[config.mk]
export PLATFORM = sky130hd
export DESIGN_NAME = buddy_block_allocator_core
export DESIGN_NICKNAME = d
export VERILOG_FILES = /design/src/rtl/bba_pkg.sv /design/src/rtl/bba_ctrl.sv /design/src/rtl/bba_datapath.sv /design/src/rtl/buddy_block_allocator_core.sv
export SDC_FILE = /design/constraint.sdc
export NUM_CORES = 1
export LEC_CHECK = 0
export BUFFER_PORTS_ARGS = -buffer_cell sky130_fd_sc_hd__clkbuf_2
export CORE_MARGIN = 2
export CORE_UTILIZATION = 35
export DETAILED_ROUTE_END_ITERATION = 8
export MAX_ROUTING_LAYER = met4
export REMOVE_ABC_BUFFERS = 1
export SLEW_MARGIN = 15
export SYNTH_ARGS = -nofsm -noshare
export SYNTH_HDL_FRONTEND = slang
export SYNTH_SLANG_ARGS = --single-unit
[constraint.sdc]
create_clock -name clock -period 10.16 [get_ports clock]
set_clock_uncertainty 0.1 [all_clocks]
set_input_delay 0.508 -clock clock [delete_from_list [all_inputs] [get_ports clock]]
set_output_delay 0.508 -clock clock [all_outputs]
set_load 0.02 [all_outputs]
[src/rtl/bba_pkg.sv]
`timescale 1ns / 1ps
// ----------------------------------------------------------------------------
// bba_pkg
// Shared types and codes for the buddy block allocator.
// ----------------------------------------------------------------------------
package bba_pkg;

   localparam int REQ_SIZE_W  = 20;
   localparam int REQ_TDATA_W = 40;
   localparam int STATUS_W    = 3;

   typedef enum logic [1:0] {
      MARK_ABSENT = 2'd0,
      MARK_FREE   = 2'd1,
      MARK_ALLOC  = 2'd2,
      MARK_SPLIT  = 2'd3
   } mark_type;

   typedef enum logic [STATUS_W-1:0] {
      ST_ALLOCATED = 3'd0,
      ST_FREED     = 3'd1,
      ST_TOO_LARGE = 3'd2,
      ST_NO_SPACE  = 3'd3,
      ST_IGNORED   = 3'd4
   } rsp_status_type;

   typedef enum logic [3:0] {
      S_IDLE,
      S_CHECK,
      S_A_READ,
      S_A_EVAL,
      S_A_SIB,
      S_A_FRESH,
      S_A_BACK,
      S_F_READ,
      S_F_EVAL,
      S_M_READ,
      S_M_EVAL,
      S_RESP
   } state_type;

   typedef enum logic [2:0] {
      IDX_HOLD,
      IDX_LEFT,
      IDX_TARGET,
      IDX_NEXT,
      IDX_UP
   } idx_op_type;

   typedef enum logic [1:0] {
      WR_IDX,
      WR_RCHILD,
      WR_PARENT
   } wr_sel_type;

   typedef enum logic {
      RD_IDX,
      RD_SIB
   } rd_sel_type;

   typedef struct packed {
      logic           load;
      logic           rd_en;
      rd_sel_type     rd_sel;
      logic           wr_en;
      wr_sel_type     wr_sel;
      mark_type       wr_mark;
      idx_op_type     idx_op;
      logic           res_load;
      rsp_status_type res_code;
      logic           rsp_push;
   } cmd_type;

   typedef struct packed {
      logic     mode;
      logic     too_large;
      logic     out_range;
      mark_type mark;
      logic     big;
      logic     at_root;
      logic     is_right;
      logic     at_bottom;
      logic     aligned;
      logic     rsp_busy;
   } sts_type;

endpackage

[src/rtl/bba_ctrl.sv]
`timescale 1ns / 1ps
// ----------------------------------------------------------------------------
// bba_ctrl
// Sequencer for tree walks: allocate search, split, free lookup and merge.
// ----------------------------------------------------------------------------
module bba_ctrl
   import bba_pkg::*;
(
   input  logic    clock,
   input  logic    reset,
   input  logic    req_valid,
   output logic    req_ready,
   input  sts_type sts,
   output cmd_type cmd
);

   state_type state_ff, state_in;

   always_ff @(posedge clock) begin
      if (reset) begin
         state_ff <= S_IDLE;
      end else begin
         state_ff <= state_in;
      end
   end

   always_comb begin
      state_in = state_ff;
      case (state_ff)
         S_IDLE: begin
            if (req_valid) state_in = S_CHECK;
         end
         S_CHECK: begin
            if (!sts.mode) state_in = sts.too_large ? S_RESP : S_A_EVAL;
            else           state_in = sts.out_range ? S_RESP : S_F_EVAL;
         end
         S_A_READ: state_in = S_A_EVAL;
         S_A_EVAL: begin
            if (sts.mark == MARK_ABSENT || sts.mark == MARK_ALLOC) begin
               state_in = S_A_BACK;
            end else if (sts.big) begin
               state_in = (sts.mark == MARK_SPLIT) ? S_A_BACK : S_RESP;
            end else if (sts.at_bottom) begin
               state_in = S_A_BACK;
            end else begin
               state_in = (sts.mark == MARK_FREE) ? S_A_SIB : S_A_READ;
            end
         end
         S_A_SIB:   state_in = S_A_FRESH;
         S_A_FRESH: state_in = sts.big ? S_RESP : S_A_SIB;
         S_A_BACK: begin
            if (sts.at_root)       state_in = S_RESP;
            else if (!sts.is_right) state_in = S_A_READ;
         end
         S_F_READ: state_in = S_F_EVAL;
         S_F_EVAL: begin
            if (sts.mark == MARK_SPLIT) begin
               state_in = sts.at_bottom ? S_RESP : S_F_READ;
            end else if (sts.mark == MARK_ALLOC && sts.aligned) begin
               state_in = S_M_READ;
            end else begin
               state_in = S_RESP;
            end
         end
         S_M_READ: state_in = sts.at_root ? S_RESP : S_M_EVAL;
         S_M_EVAL: state_in = (sts.mark == MARK_FREE) ? S_M_READ : S_RESP;
         S_RESP: begin
            if (!sts.rsp_busy) state_in = S_IDLE;
         end
         default: state_in = S_IDLE;
      endcase
   end

   always_comb begin
      cmd          = '0;
      cmd.rd_sel   = RD_IDX;
      cmd.wr_sel   = WR_IDX;
      cmd.wr_mark  = MARK_FREE;
      cmd.idx_op   = IDX_HOLD;
      cmd.res_code = ST_IGNORED;
      req_ready    = 1'b0;
      case (state_ff)
         S_IDLE: begin
            // no request is taken while reset is held
            req_ready = !reset;
            cmd.load  = req_valid && !reset;
         end
         S_CHECK: begin
            if (!sts.mode) begin
               if (sts.too_large) begin
                  cmd.res_load = 1'b1;
                  cmd.res_code = ST_TOO_LARGE;
               end else begin
                  cmd.rd_en = 1'b1;
               end
            end else if (sts.out_range) begin
               cmd.res_load = 1'b1;
               cmd.res_code = ST_IGNORED;
            end else begin
               cmd.rd_en = 1'b1;
            end
         end
         S_A_READ, S_F_READ: cmd.rd_en = 1'b1;
         S_A_EVAL: begin
            if (sts.mark == MARK_FREE && sts.big) begin
               cmd.wr_en    = 1'b1;
               cmd.wr_mark  = MARK_ALLOC;
               cmd.res_load = 1'b1;
               cmd.res_code = ST_ALLOCATED;
            end else if (!sts.big && !sts.at_bottom) begin
               if (sts.mark == MARK_FREE) begin
                  cmd.wr_en   = 1'b1;
                  cmd.wr_mark = MARK_SPLIT;
               end else if (sts.mark == MARK_SPLIT) begin
                  cmd.idx_op = IDX_LEFT;
               end
            end
         end
         S_A_SIB: begin
            cmd.wr_en   = 1'b1;
            cmd.wr_sel  = WR_RCHILD;
            cmd.wr_mark = MARK_FREE;
            cmd.idx_op  = IDX_LEFT;
         end
         S_A_FRESH: begin
            cmd.wr_en = 1'b1;
            if (sts.big) begin
               cmd.wr_mark  = MARK_ALLOC;
               cmd.res_load = 1'b1;
               cmd.res_code = ST_ALLOCATED;
            end else begin
               cmd.wr_mark = MARK_SPLIT;
            end
         end
         S_A_BACK: begin
            if (sts.at_root) begin
               cmd.res_load = 1'b1;
               cmd.res_code = ST_NO_SPACE;
            end else begin
               cmd.idx_op = sts.is_right ? IDX_UP : IDX_NEXT;
            end
         end
         S_F_EVAL: begin
            if (sts.mark == MARK_SPLIT) begin
               if (sts.at_bottom) begin
                  cmd.res_load = 1'b1;
                  cmd.res_code = ST_IGNORED;
               end else begin
                  cmd.idx_op = IDX_TARGET;
               end
            end else if (sts.mark == MARK_ALLOC && sts.aligned) begin
               cmd.wr_en    = 1'b1;
               cmd.wr_mark  = MARK_FREE;
               cmd.res_load = 1'b1;
               cmd.res_code = ST_FREED;
            end else begin
               cmd.res_load = 1'b1;
               cmd.res_code = ST_IGNORED;
            end
         end
         S_M_READ: begin
            if (!sts.at_root) begin
               cmd.rd_en  = 1'b1;
               cmd.rd_sel = RD_SIB;
            end
         end
         S_M_EVAL: begin
            if (sts.mark == MARK_FREE) begin
               cmd.wr_en   = 1'b1;
               cmd.wr_sel  = WR_PARENT;
               cmd.wr_mark = MARK_FREE;
               cmd.idx_op  = IDX_UP;
            end
         end
         S_RESP: cmd.rsp_push = !sts.rsp_busy;
         default: ;
      endcase
   end

endmodule

[src/rtl/bba_datapath.sv]
`timescale 1ns / 1ps
// ----------------------------------------------------------------------------
// bba_datapath
// Node cursor, node mark memory, request capture and response registers.
// ----------------------------------------------------------------------------
module bba_datapath
   import bba_pkg::*;
#(
   parameter int POOL_LOG2      = 19,
   parameter int MIN_BLOCK_LOG2 = 12,
   parameter int RSP_TDATA_W    = 40
) (
   input  logic                   clock,
   input  logic                   reset,
   input  logic                   req_mode,
   input  logic [REQ_SIZE_W-1:0]  req_size,
   input  logic [REQ_SIZE_W-1:0]  req_offset,
   input  cmd_type                cmd,
   output sts_type                sts,
   input  logic                   rsp_ready,
   output logic                   rsp_valid,
   output logic [STATUS_W-1:0]    rsp_status,
   output logic [RSP_TDATA_W-1:0] rsp_data
);

   localparam int LEVELS = POOL_LOG2 - MIN_BLOCK_LOG2;
   localparam int IW     = LEVELS + 1;
   localparam int DW     = $clog2(LEVELS + 1);
   localparam int OW     = POOL_LOG2;
   localparam int CW     = (POOL_LOG2 + 1 > REQ_SIZE_W) ? POOL_LOG2 + 1 : REQ_SIZE_W;
   localparam int SHW    = $clog2(POOL_LOG2 + 1);
   localparam int PAD    = RSP_TDATA_W - 2 * OW - 1;
   localparam int DEPTH  = 1 << IW;
   localparam logic [CW-1:0] POOL_BYTES = CW'(1) << POOL_LOG2;
   localparam logic [CW-1:0] POOL_HALF  = CW'(1) << (POOL_LOG2 - 1);
   localparam logic [CW-1:0] MIN_BYTES  = CW'(1) << MIN_BLOCK_LOG2;
   localparam logic [IW-1:0] ROOT       = IW'(1);

   logic                  mode_ff;
   logic [REQ_SIZE_W-1:0] size_ff, target_ff;
   logic [IW-1:0]         idx_ff, idx_in;
   logic [DW-1:0]         dep_ff, dep_in;

   mark_type              mem [DEPTH];
   mark_type              mem_rd_ff;
   mark_type              root_ff;
   logic                  rd_root_ff;
   logic [IW-1:0]         rd_addr, wr_addr;

   logic [STATUS_W-1:0]   res_status_ff;
   logic [OW-1:0]         res_off_ff;
   logic [OW:0]           res_size_ff;
   logic                  rsp_valid_ff;
   logic [STATUS_W-1:0]   rsp_status_ff;
   logic [RSP_TDATA_W-1:0] rsp_data_ff;

   logic [CW-1:0] size_cw, target_cw, half, blk, off_cw;
   logic [IW-1:0] idx_rel;
   logic [SHW-1:0] off_sh;

   // request capture
   always_ff @(posedge clock) begin
      if (cmd.load) begin
         mode_ff   <= req_mode;
         size_ff   <= req_size;
         target_ff <= req_offset;
      end
   end

   assign size_cw   = (CW'(size_ff) < MIN_BYTES) ? MIN_BYTES : CW'(size_ff);
   assign target_cw = CW'(target_ff);
   assign half      = POOL_HALF >> dep_ff;
   assign blk       = POOL_BYTES >> dep_ff;
   assign idx_rel   = idx_ff ^ (ROOT << dep_ff);
   assign off_sh    = SHW'(POOL_LOG2) - SHW'(dep_ff);
   assign off_cw    = CW'(idx_rel) << off_sh;

   // node cursor
   always_comb begin
      idx_in = idx_ff;
      dep_in = dep_ff;
      if (cmd.load) begin
         idx_in = ROOT;
         dep_in = '0;
      end else begin
         case (cmd.idx_op)
            IDX_LEFT: begin
               idx_in = {idx_ff[IW-2:0], 1'b0};
               dep_in = dep_ff + DW'(1);
            end
            IDX_TARGET: begin
               idx_in = {idx_ff[IW-2:0], (target_cw & half) != '0};
               dep_in = dep_ff + DW'(1);
            end
            IDX_NEXT: idx_in = idx_ff + ROOT;
            IDX_UP: begin
               idx_in = idx_ff >> 1;
               dep_in = dep_ff - DW'(1);
            end
            default: ;
         endcase
      end
   end

   always_ff @(posedge clock) begin
      idx_ff <= idx_in;
      dep_ff <= dep_in;
   end

   // mark memory; the root lives in a flop so reset needs no clearing pass
   assign rd_addr = (cmd.rd_sel == RD_SIB) ? (idx_ff ^ ROOT) : idx_ff;

   always_comb begin
      case (cmd.wr_sel)
         WR_RCHILD: wr_addr = {idx_ff[IW-2:0], 1'b1};
         WR_PARENT: wr_addr = idx_ff >> 1;
         default:   wr_addr = idx_ff;
      endcase
   end

   always_ff @(posedge clock) begin
      if (reset) begin
         root_ff <= MARK_FREE;
      end else if (cmd.wr_en && wr_addr == ROOT) begin
         root_ff <= cmd.wr_mark;
      end
   end

   always_ff @(posedge clock) begin
      if (cmd.wr_en && wr_addr != ROOT) begin
         mem[wr_addr] <= cmd.wr_mark;
      end
      if (cmd.rd_en) begin
         mem_rd_ff  <= mem[rd_addr];
         rd_root_ff <= (rd_addr == ROOT);
      end
   end

   // result staging and output register
   always_ff @(posedge clock) begin
      if (cmd.res_load) begin
         res_status_ff <= cmd.res_code;
         if (cmd.res_code == ST_ALLOCATED || cmd.res_code == ST_FREED) begin
            res_off_ff  <= off_cw[OW-1:0];
            res_size_ff <= blk[OW:0];
         end else begin
            res_off_ff  <= '0;
            res_size_ff <= '0;
         end
      end
   end

   always_ff @(posedge clock) begin
      if (reset) begin
         rsp_valid_ff <= 1'b0;
      end else if (cmd.rsp_push) begin
         rsp_valid_ff <= 1'b1;
      end else if (rsp_ready) begin
         rsp_valid_ff <= 1'b0;
      end
   end

   always_ff @(posedge clock) begin
      if (cmd.rsp_push) begin
         rsp_status_ff <= res_status_ff;
         rsp_data_ff   <= {PAD'(0), res_size_ff, res_off_ff};
      end
   end

   assign rsp_valid  = rsp_valid_ff;
   assign rsp_status = rsp_status_ff;
   assign rsp_data   = rsp_data_ff;

   always_comb begin
      sts           = '0;
      sts.mode      = mode_ff;
      sts.too_large = size_cw > POOL_BYTES;
      sts.out_range = target_cw >= POOL_BYTES;
      sts.mark      = rd_root_ff ? root_ff : mem_rd_ff;
      sts.big       = size_cw > half;
      sts.at_root   = idx_ff == ROOT;
      sts.is_right  = idx_ff[0];
      sts.at_bottom = dep_ff == DW'(LEVELS);
      sts.aligned   = (target_cw & (blk - CW'(1))) == '0;
      sts.rsp_busy  = rsp_valid_ff && !rsp_ready;
   end

endmodule

[src/rtl/buddy_block_allocator_core.sv]
`timescale 1ns / 1ps
// Too large and out of range requests go straight to the response; an allocate searches
//   the tree from the root, left first, over L = POOL_LOG2 - MIN_BLOCK_LOG2 tree levels.
// A free walks down to its block and, when it is freed, merges free buddies upward.
// Throughput: one request in flight; the next is taken the cycle after the response loads.
// Reset: synchronous, clears the sequencer and response valid; the root is a free block.
// ----------------------------------------------------------------------------
// buddy_block_allocator_core
// Buddy allocator over a 2^POOL_LOG2 byte pool with 2^MIN_BLOCK_LOG2 minimum blocks.
// ----------------------------------------------------------------------------
module buddy_block_allocator_core
   import bba_pkg::*;
#(
   parameter int POOL_LOG2      = 19,
   parameter int MIN_BLOCK_LOG2 = 12,
   // response payload: offset (POOL_LOG2 bits) then size (POOL_LOG2+1), rounded to bytes
   localparam int RSP_TDATA_W   = ((2 * POOL_LOG2 + 1 + 7) / 8) * 8
) (
   input  logic                      clock,
   input  logic                      reset,
   // request channel
   input  logic                      req_tvalid,
   output logic                      req_tready,
   input  logic [REQ_TDATA_W-1:0]    req_tdata,  // request_size[19:0], free_offset[39:20]
   input  logic                      req_tuser,  // mode: 0 allocate, 1 free
   // response channel
   output logic                      rsp_tvalid,
   input  logic                      rsp_tready,
   output logic [RSP_TDATA_W-1:0]    rsp_tdata,  // block_offset, block_size, zero pad
   output logic [STATUS_W-1:0]       rsp_tuser   // status
);

   cmd_type cmd;
   sts_type sts;

   // sequencer: walks the tree, one mark read or write per step
   bba_ctrl u_ctrl (
      .clock     (clock),
      .reset     (reset),
      .req_valid (req_tvalid),
      .req_ready (req_tready),
      .sts       (sts),
      .cmd       (cmd)
   );

   // cursor, marks and result registers
   bba_datapath #(
      .POOL_LOG2      (POOL_LOG2),
      .MIN_BLOCK_LOG2 (MIN_BLOCK_LOG2),
      .RSP_TDATA_W    (RSP_TDATA_W)
   ) u_datapath (
      .clock      (clock),
      .reset      (reset),
      .req_mode   (req_tuser),
      .req_size   (req_tdata[REQ_SIZE_W-1:0]),
      .req_offset (req_tdata[2*REQ_SIZE_W-1:REQ_SIZE_W]),
      .cmd        (cmd),
      .sts        (sts),
      .rsp_ready  (rsp_tready),
      .rsp_valid  (rsp_tvalid),
      .rsp_status (rsp_tuser),
      .rsp_data   (rsp_tdata)
   );

endmodule

* Word level (Yosys, flattened, before mapping)
Memories as Yosys holds them, arrays and structs flattened. A register that Yosys moved wholly into a read port is not among the register bits.
Index checks and enable logic that the tools add are counted.
** Operators by class
- Equal/unequal tests :: 29
- Shift operators :: 4
- Multiplexer cells :: 69
- Add/subtract/negate cells :: 5
- Bitwise logic cells :: 4
- Order comparisons :: 4
- Reductions and logical operators :: 26
** Operators with widths (number)
- $mux 4 :: 21
- $pmux 4 s12 :: 1
- $and 20x20->20 :: 2
- $pmux 8 s4 :: 1
- $eq 8x1->1 const B :: 3
- $mux 1 :: 21
- $ge 20x20->1 const B :: 1
- $gt 20x20->1 :: 1
- $gt 20x20->1 const B :: 1
- $logic_not 20->1 :: 1
- $lt 20x13->1 const B :: 1
- $mux 20 :: 1
- $pmux 4 s5 :: 1
- $reduce_bool 20->1 :: 1
- $shr 19x3->20 const A :: 1
- $shr 20x3->20 const A :: 1
- $sub 20x1->20 const B :: 1
- $shl 8x5->19 :: 1
- $mux 2 :: 9
- $eq 4x3->1 const B :: 4
- $eq 4x4->1 const B :: 4
- $pmux 8 s2 :: 1
- $mux 3 :: 5
- $pmux 3 s5 :: 1
- 34 further kinds :: 56
** Storage, ports and cells
- Memories :: 1
- Input bits :: 45
- Word-level logic and storage cells :: 156
- Bits in writable memories :: 512
- Register bits after elaboration :: 144
- Output and inout port bits :: 45
** Memory list
- u_datapath.mem :: words 256, width 2, read ports 1, clocked after Yosys merged registers in 1, write ports 1, line bba_datapath.sv:44 : mark_type mem [DEPTH];

* Longest topological paths before layout
- Depth after elaboration :: 11
- Gate-level depth with buffers :: 16
- Depth with buffers taken out :: 14

* Modules after synthesis
From an unflattened synthesis, not the netlist that was laid out.
** Second synthesis, totals
- Cell total of the unflattened synthesis :: 2198
- Area total of the unflattened synthesis :: 27082.2 µm²
** By module, submodules not included
- bba_datapath :: instances 1, area an instance 26294.0 µm², cells each 2079
- bba_ctrl :: instances 1, area an instance 788.3 µm², cells each 119

* Worst setup path after synthesis
No wires, ideal clock.
- Kind :: reg2reg
- From :: register u_ctrl.state_ff[1]
- To :: register u_datapath.res_off_ff[0] (enable)
- Arrival :: 9391 ps
- Cell stages (with the launch flop) :: 7
- Path slack :: 35 ps
- Setup time :: 634 ps
- Period minus slack after synthesis :: 10125 ps
- Path buffers :: 1
- Data required time :: 9426 ps
- Path through :: dfxtp_1 clkbuf_1 nor2b_1 nand2_1 o211ai_1 o211a_1 o21ai_0
** RTL lines
- start: declaration :: line bba_ctrl.sv:17 : state_type state_ff, state_in;
- start signal: assignment :: line bba_ctrl.sv:23 : state_ff <= state_in;
- end signal: assignment :: line bba_datapath.sv:144 : res_off_ff <= off_cw[OW-1:0];
- end: declaration :: line bba_datapath.sv:51 : logic [OW-1:0] res_off_ff;

* Final worst setup path
- From :: register u_datapath.idx_ff[1]
- To :: register u_datapath.mem_rd_ff[1] (read register of u_datapath.mem) (data pin)
** Between the ends
- Word-level cells in the longest chain between the ends :: 4
- Elaborated cells between the ends (all ways) :: 5
- Those cells by class :: 1 x eq/ne; 4 x mux
** Ends and longest elaborated chain
- start: declaration :: line bba_datapath.sv:41 : logic [IW-1:0] idx_ff, idx_in;
- start signal: assignment :: line bba_datapath.sv:106 : idx_ff <= idx_in;
- $eq 8x1->1 :: line bba_datapath.sv:181 : sts.at_root = idx_ff == ROOT;
- $mux 2 :: line bba_ctrl.sv:162 : if (!sts.at_root) begin
- $mux 1 :: line bba_ctrl.sv:82 : case (state_ff)
- $mux 1 :: line bba_datapath.sv:111 : assign rd_addr = (cmd.rd_sel == RD_SIB) ? (idx_ff ^ ROOT) : idx_ff;
- end: declaration :: line bba_datapath.sv:45 : mark_type mem_rd_ff;
Parallel ways exist; a longest one is shown, timed or not.
A chain may end at the register's enable or synchronous reset.

==> results.ini <==
[run_status]
status=complete, no violations

[logic_synthesis]
synth_top_area_share_pct=68.1
synth_common_cells=616 x edfxtp_1, 354 x nand2_1, 312 x nor2_1
yosysUniqueCellTypes=81
synthTopCellsByArea=edfxtp_1 68%, nand2_1 4.9%, nor2_1 4.3%, mux2i_1 2.8%, nand3_1 1.9%
synth_seq_area_share_pct=69.4
netlist_area_um2=27200
synthAdderAreaFrac_pct=0.672
synth-compound-area-share_pct=8.04
synth_xor_area_share_pct=0.193
synth_edf_count=616
synth_top_family_by_area=simple AND/OR/NAND/NOR gates
synthMuxAreaShare_pct=4.22
ys_ff_latch=634
synth_cells=2139
synth_area_per_cell_um2=12.7
synthFlopType=edfxtp_1
synth.most_common_cell=edfxtp_1
yosys.area.top_type=edfxtp_1
synthArstFlopShare_pct=0
synthSimpleGateAreaFrac_pct=14.3
yosysWarnings=0

[floorplan]
dieArea_um2=79900
io_pins=90
rows=102
start_util_pct=35.2
core_um2=77200
die_h_um=283
dieWidth_um=283

[job]
max_cap_violations=0

[pwr]
power.leakage_uw=0.00978
p_per_area_nw_per_um2=269
irDropWorstVdd_uv=201

[worst_setup_path]
startpoint_type=flop
slowest_stage=nor3_4
crit_path_end_kind=flop
path_buf_inv=3
critPathTopFamily=simple AND/OR/NAND/NOR gates
critical_path_required_ps=10400
path_depth=13
path_cells=buf_4, clkinv_1, ha_1, nor4b_4, and4_4, nor3_4, buf_12, mux4_1, a22o_1, or4_1, o311a_1, o221ai_1, o31ai_1
cp_max_fo=160
r2r_cells=13
critical_path_class=reg -> reg
critPathArrivalTime_ps=6090
slowest_delay_ps=870

[final_layout]
fin_cells=3321
drive_gt1_share_pct=11.4
post-route-util_pct=40.4
nNetsFinal=2290
n_antenna_cell=0
syn2layout_area_growth_pct=14.7

[clocking]
numCtsBuffers=67
ctsHtreeMaxLevel=3
clockRootBuffer=clkbuf_16
cts_tree=done
clockBufferDepth=3
post_cts_resize_count=0
clk_pin_slew_ps=60
clk_latency_ps=620
clock-sinks=634

[detailed_routing]
drt_first_iter_violations=1977
wire_per_inst_um=23.0
drc=0
drt_wl_total_um=76500
avgViaCountPerCell=5.51
drtAntennaViolNets=0
vias=18300
first_pass_iters=5

[global_route]
antenna_found_initial=1
grt_pass1_wl_um=113000
grt_usage_pct=19.6
grt_pass1_vias=17900
grt_max_degree=260
overflow=0

[place]
hpwl_um=44000
routabilityCongestion=0.888
place_inst=3160
port_buffers=76

[timing]
tightestPinTransition_ps=1160
maxSlewViolCount=0
maxSlewHeadroom_pct=22.2
fmax_mhz=171
finalHoldViolCount=0
setup_viol=0
rsz0062_at_grt=no
finalCritPeriodShare_pct=57.6
fin_crit_ps=5850

[hold_path]
hold_path_class=in -> reg
hold_depth=2

-- state kept, by name (all words and copies together), names as in the netlist --
name	flops
u_datapath.res_status_ff	3
u_datapath.mode_ff	1
u_datapath.mem_rd_ff	2
u_datapath.rd_root_ff	1
u_datapath.res_size_ff	8
u_datapath.root_ff	2
u_datapath.rsp_valid	1
u_datapath.rsp_data	27
u_datapath.rsp_status	3
u_datapath.dep_ff	3
u_datapath.target_cw	20
u_ctrl.state_ff	4
u_datapath.size_ff	20
u_datapath.res_off_ff	19
u_datapath.mem	512
u_datapath.idx_ff	8
-- worst paths after layout --
kind	from	to	slack, ps
min	reset	u_datapath.root_ff[1]	160
max	u_datapath.idx_ff[1]	u_datapath.mem_rd_ff[1]	4310
min reg2reg	u_datapath.res_size_ff[16]	u_datapath.rsp_data[35]	320
max reg2reg	u_datapath.idx_ff[1]	u_datapath.mem_rd_ff[1]	4310
-- timing repair --
action | in CTS | in global routing
hold buffers | 41 | 0
hold endpoints to repair | 41 | 0
setup buffers | 0 | 0
-- power breakdown --
| group | total [uW] | switching, uW | leakage [uW] | internal (uW) |
|---|---|---|---|---|
| Clock | 2430 | 1050 | 0.00105 | 1380 |
| Combinational | 2610 | 1860 | 0.00303 | 741 |
| Sequential | 3350 | 127 | 0.00570 | 3230 |
| Total | 8380 | 3040 | 0.00978 | 5340 |
-- metal layers --
metal	global-route usage, %	wire length, um
met4	7.34	2800
met3	3.87	6860
met2	30.0	34900
met1	25.8	32000
met5	-	0
-- per-stage QoR --
step                      area [um2]  hold slack [ps]  setup TNS [ps]  power, uW  setup WS, ps
after floorplan                26500              300           -2900       5220         -96.8
after global placement         28600              307               0       5930          4430
after detailed placement       28600              305               0       5960          4340
after CTS                      31100              106               0       8390          4320
after global routing           31200              132               0       8730          4060
final                          31200              162               0       8380          4310
-- area by class of cell --
cell class	instances	area (um2)
Clock buffer	76	1740
Clock inverter	43	415
Fill cell	7177	46100
Inverter	19	71.3
Multi-Input combinational cell	1348	7600
Sequential cell	634	18900
Tap cell	1040	1300
Timing Repair Buffer	161	1170
-- cell families after synthesis --
| kind of cell | count (synthesis) |
|---|---|
| AO/OA/AOI/OAI | 305 |
| XOR/XNOR | 6 |
| adder cells (fa/ha/maj) | 14 |
| buffers and inverters | 183 |
| flip-flops | 634 |
| multiplexers | 94 |
| other | 1 |
| AND/OR/NAND/NOR | 902 |
-- layout by cell type (no fill, tap or decap), types with 11 or more instances in the layout --
cell type	synthesis	routed
a211oi_1	27	27
a21oi_1	52	52
a22oi_1	17	17
a31oi_1	26	26
buf_4	21	41
clkbuf_16	0	68
clkbuf_2	0	76
clkinv_1	2	20
conb_1	1	27
dfxtp_1	18	16
dlygate4sd3_1	0	41
edfxtp_1	616	616
ha_1	13	13
inv_1	17	17
mux2i_1	77	77
mux4_2	11	11
nand2_1	354	353
nand3_1	105	104
nand4_1	50	50
nor2_1	312	309
nor3_1	21	20
nor4_1	16	16
o21ai_0	35	33
o22ai_1	13	13
o31a_1	19	19
o31ai_1	14	14
Power figures use the tool's default switching activity.
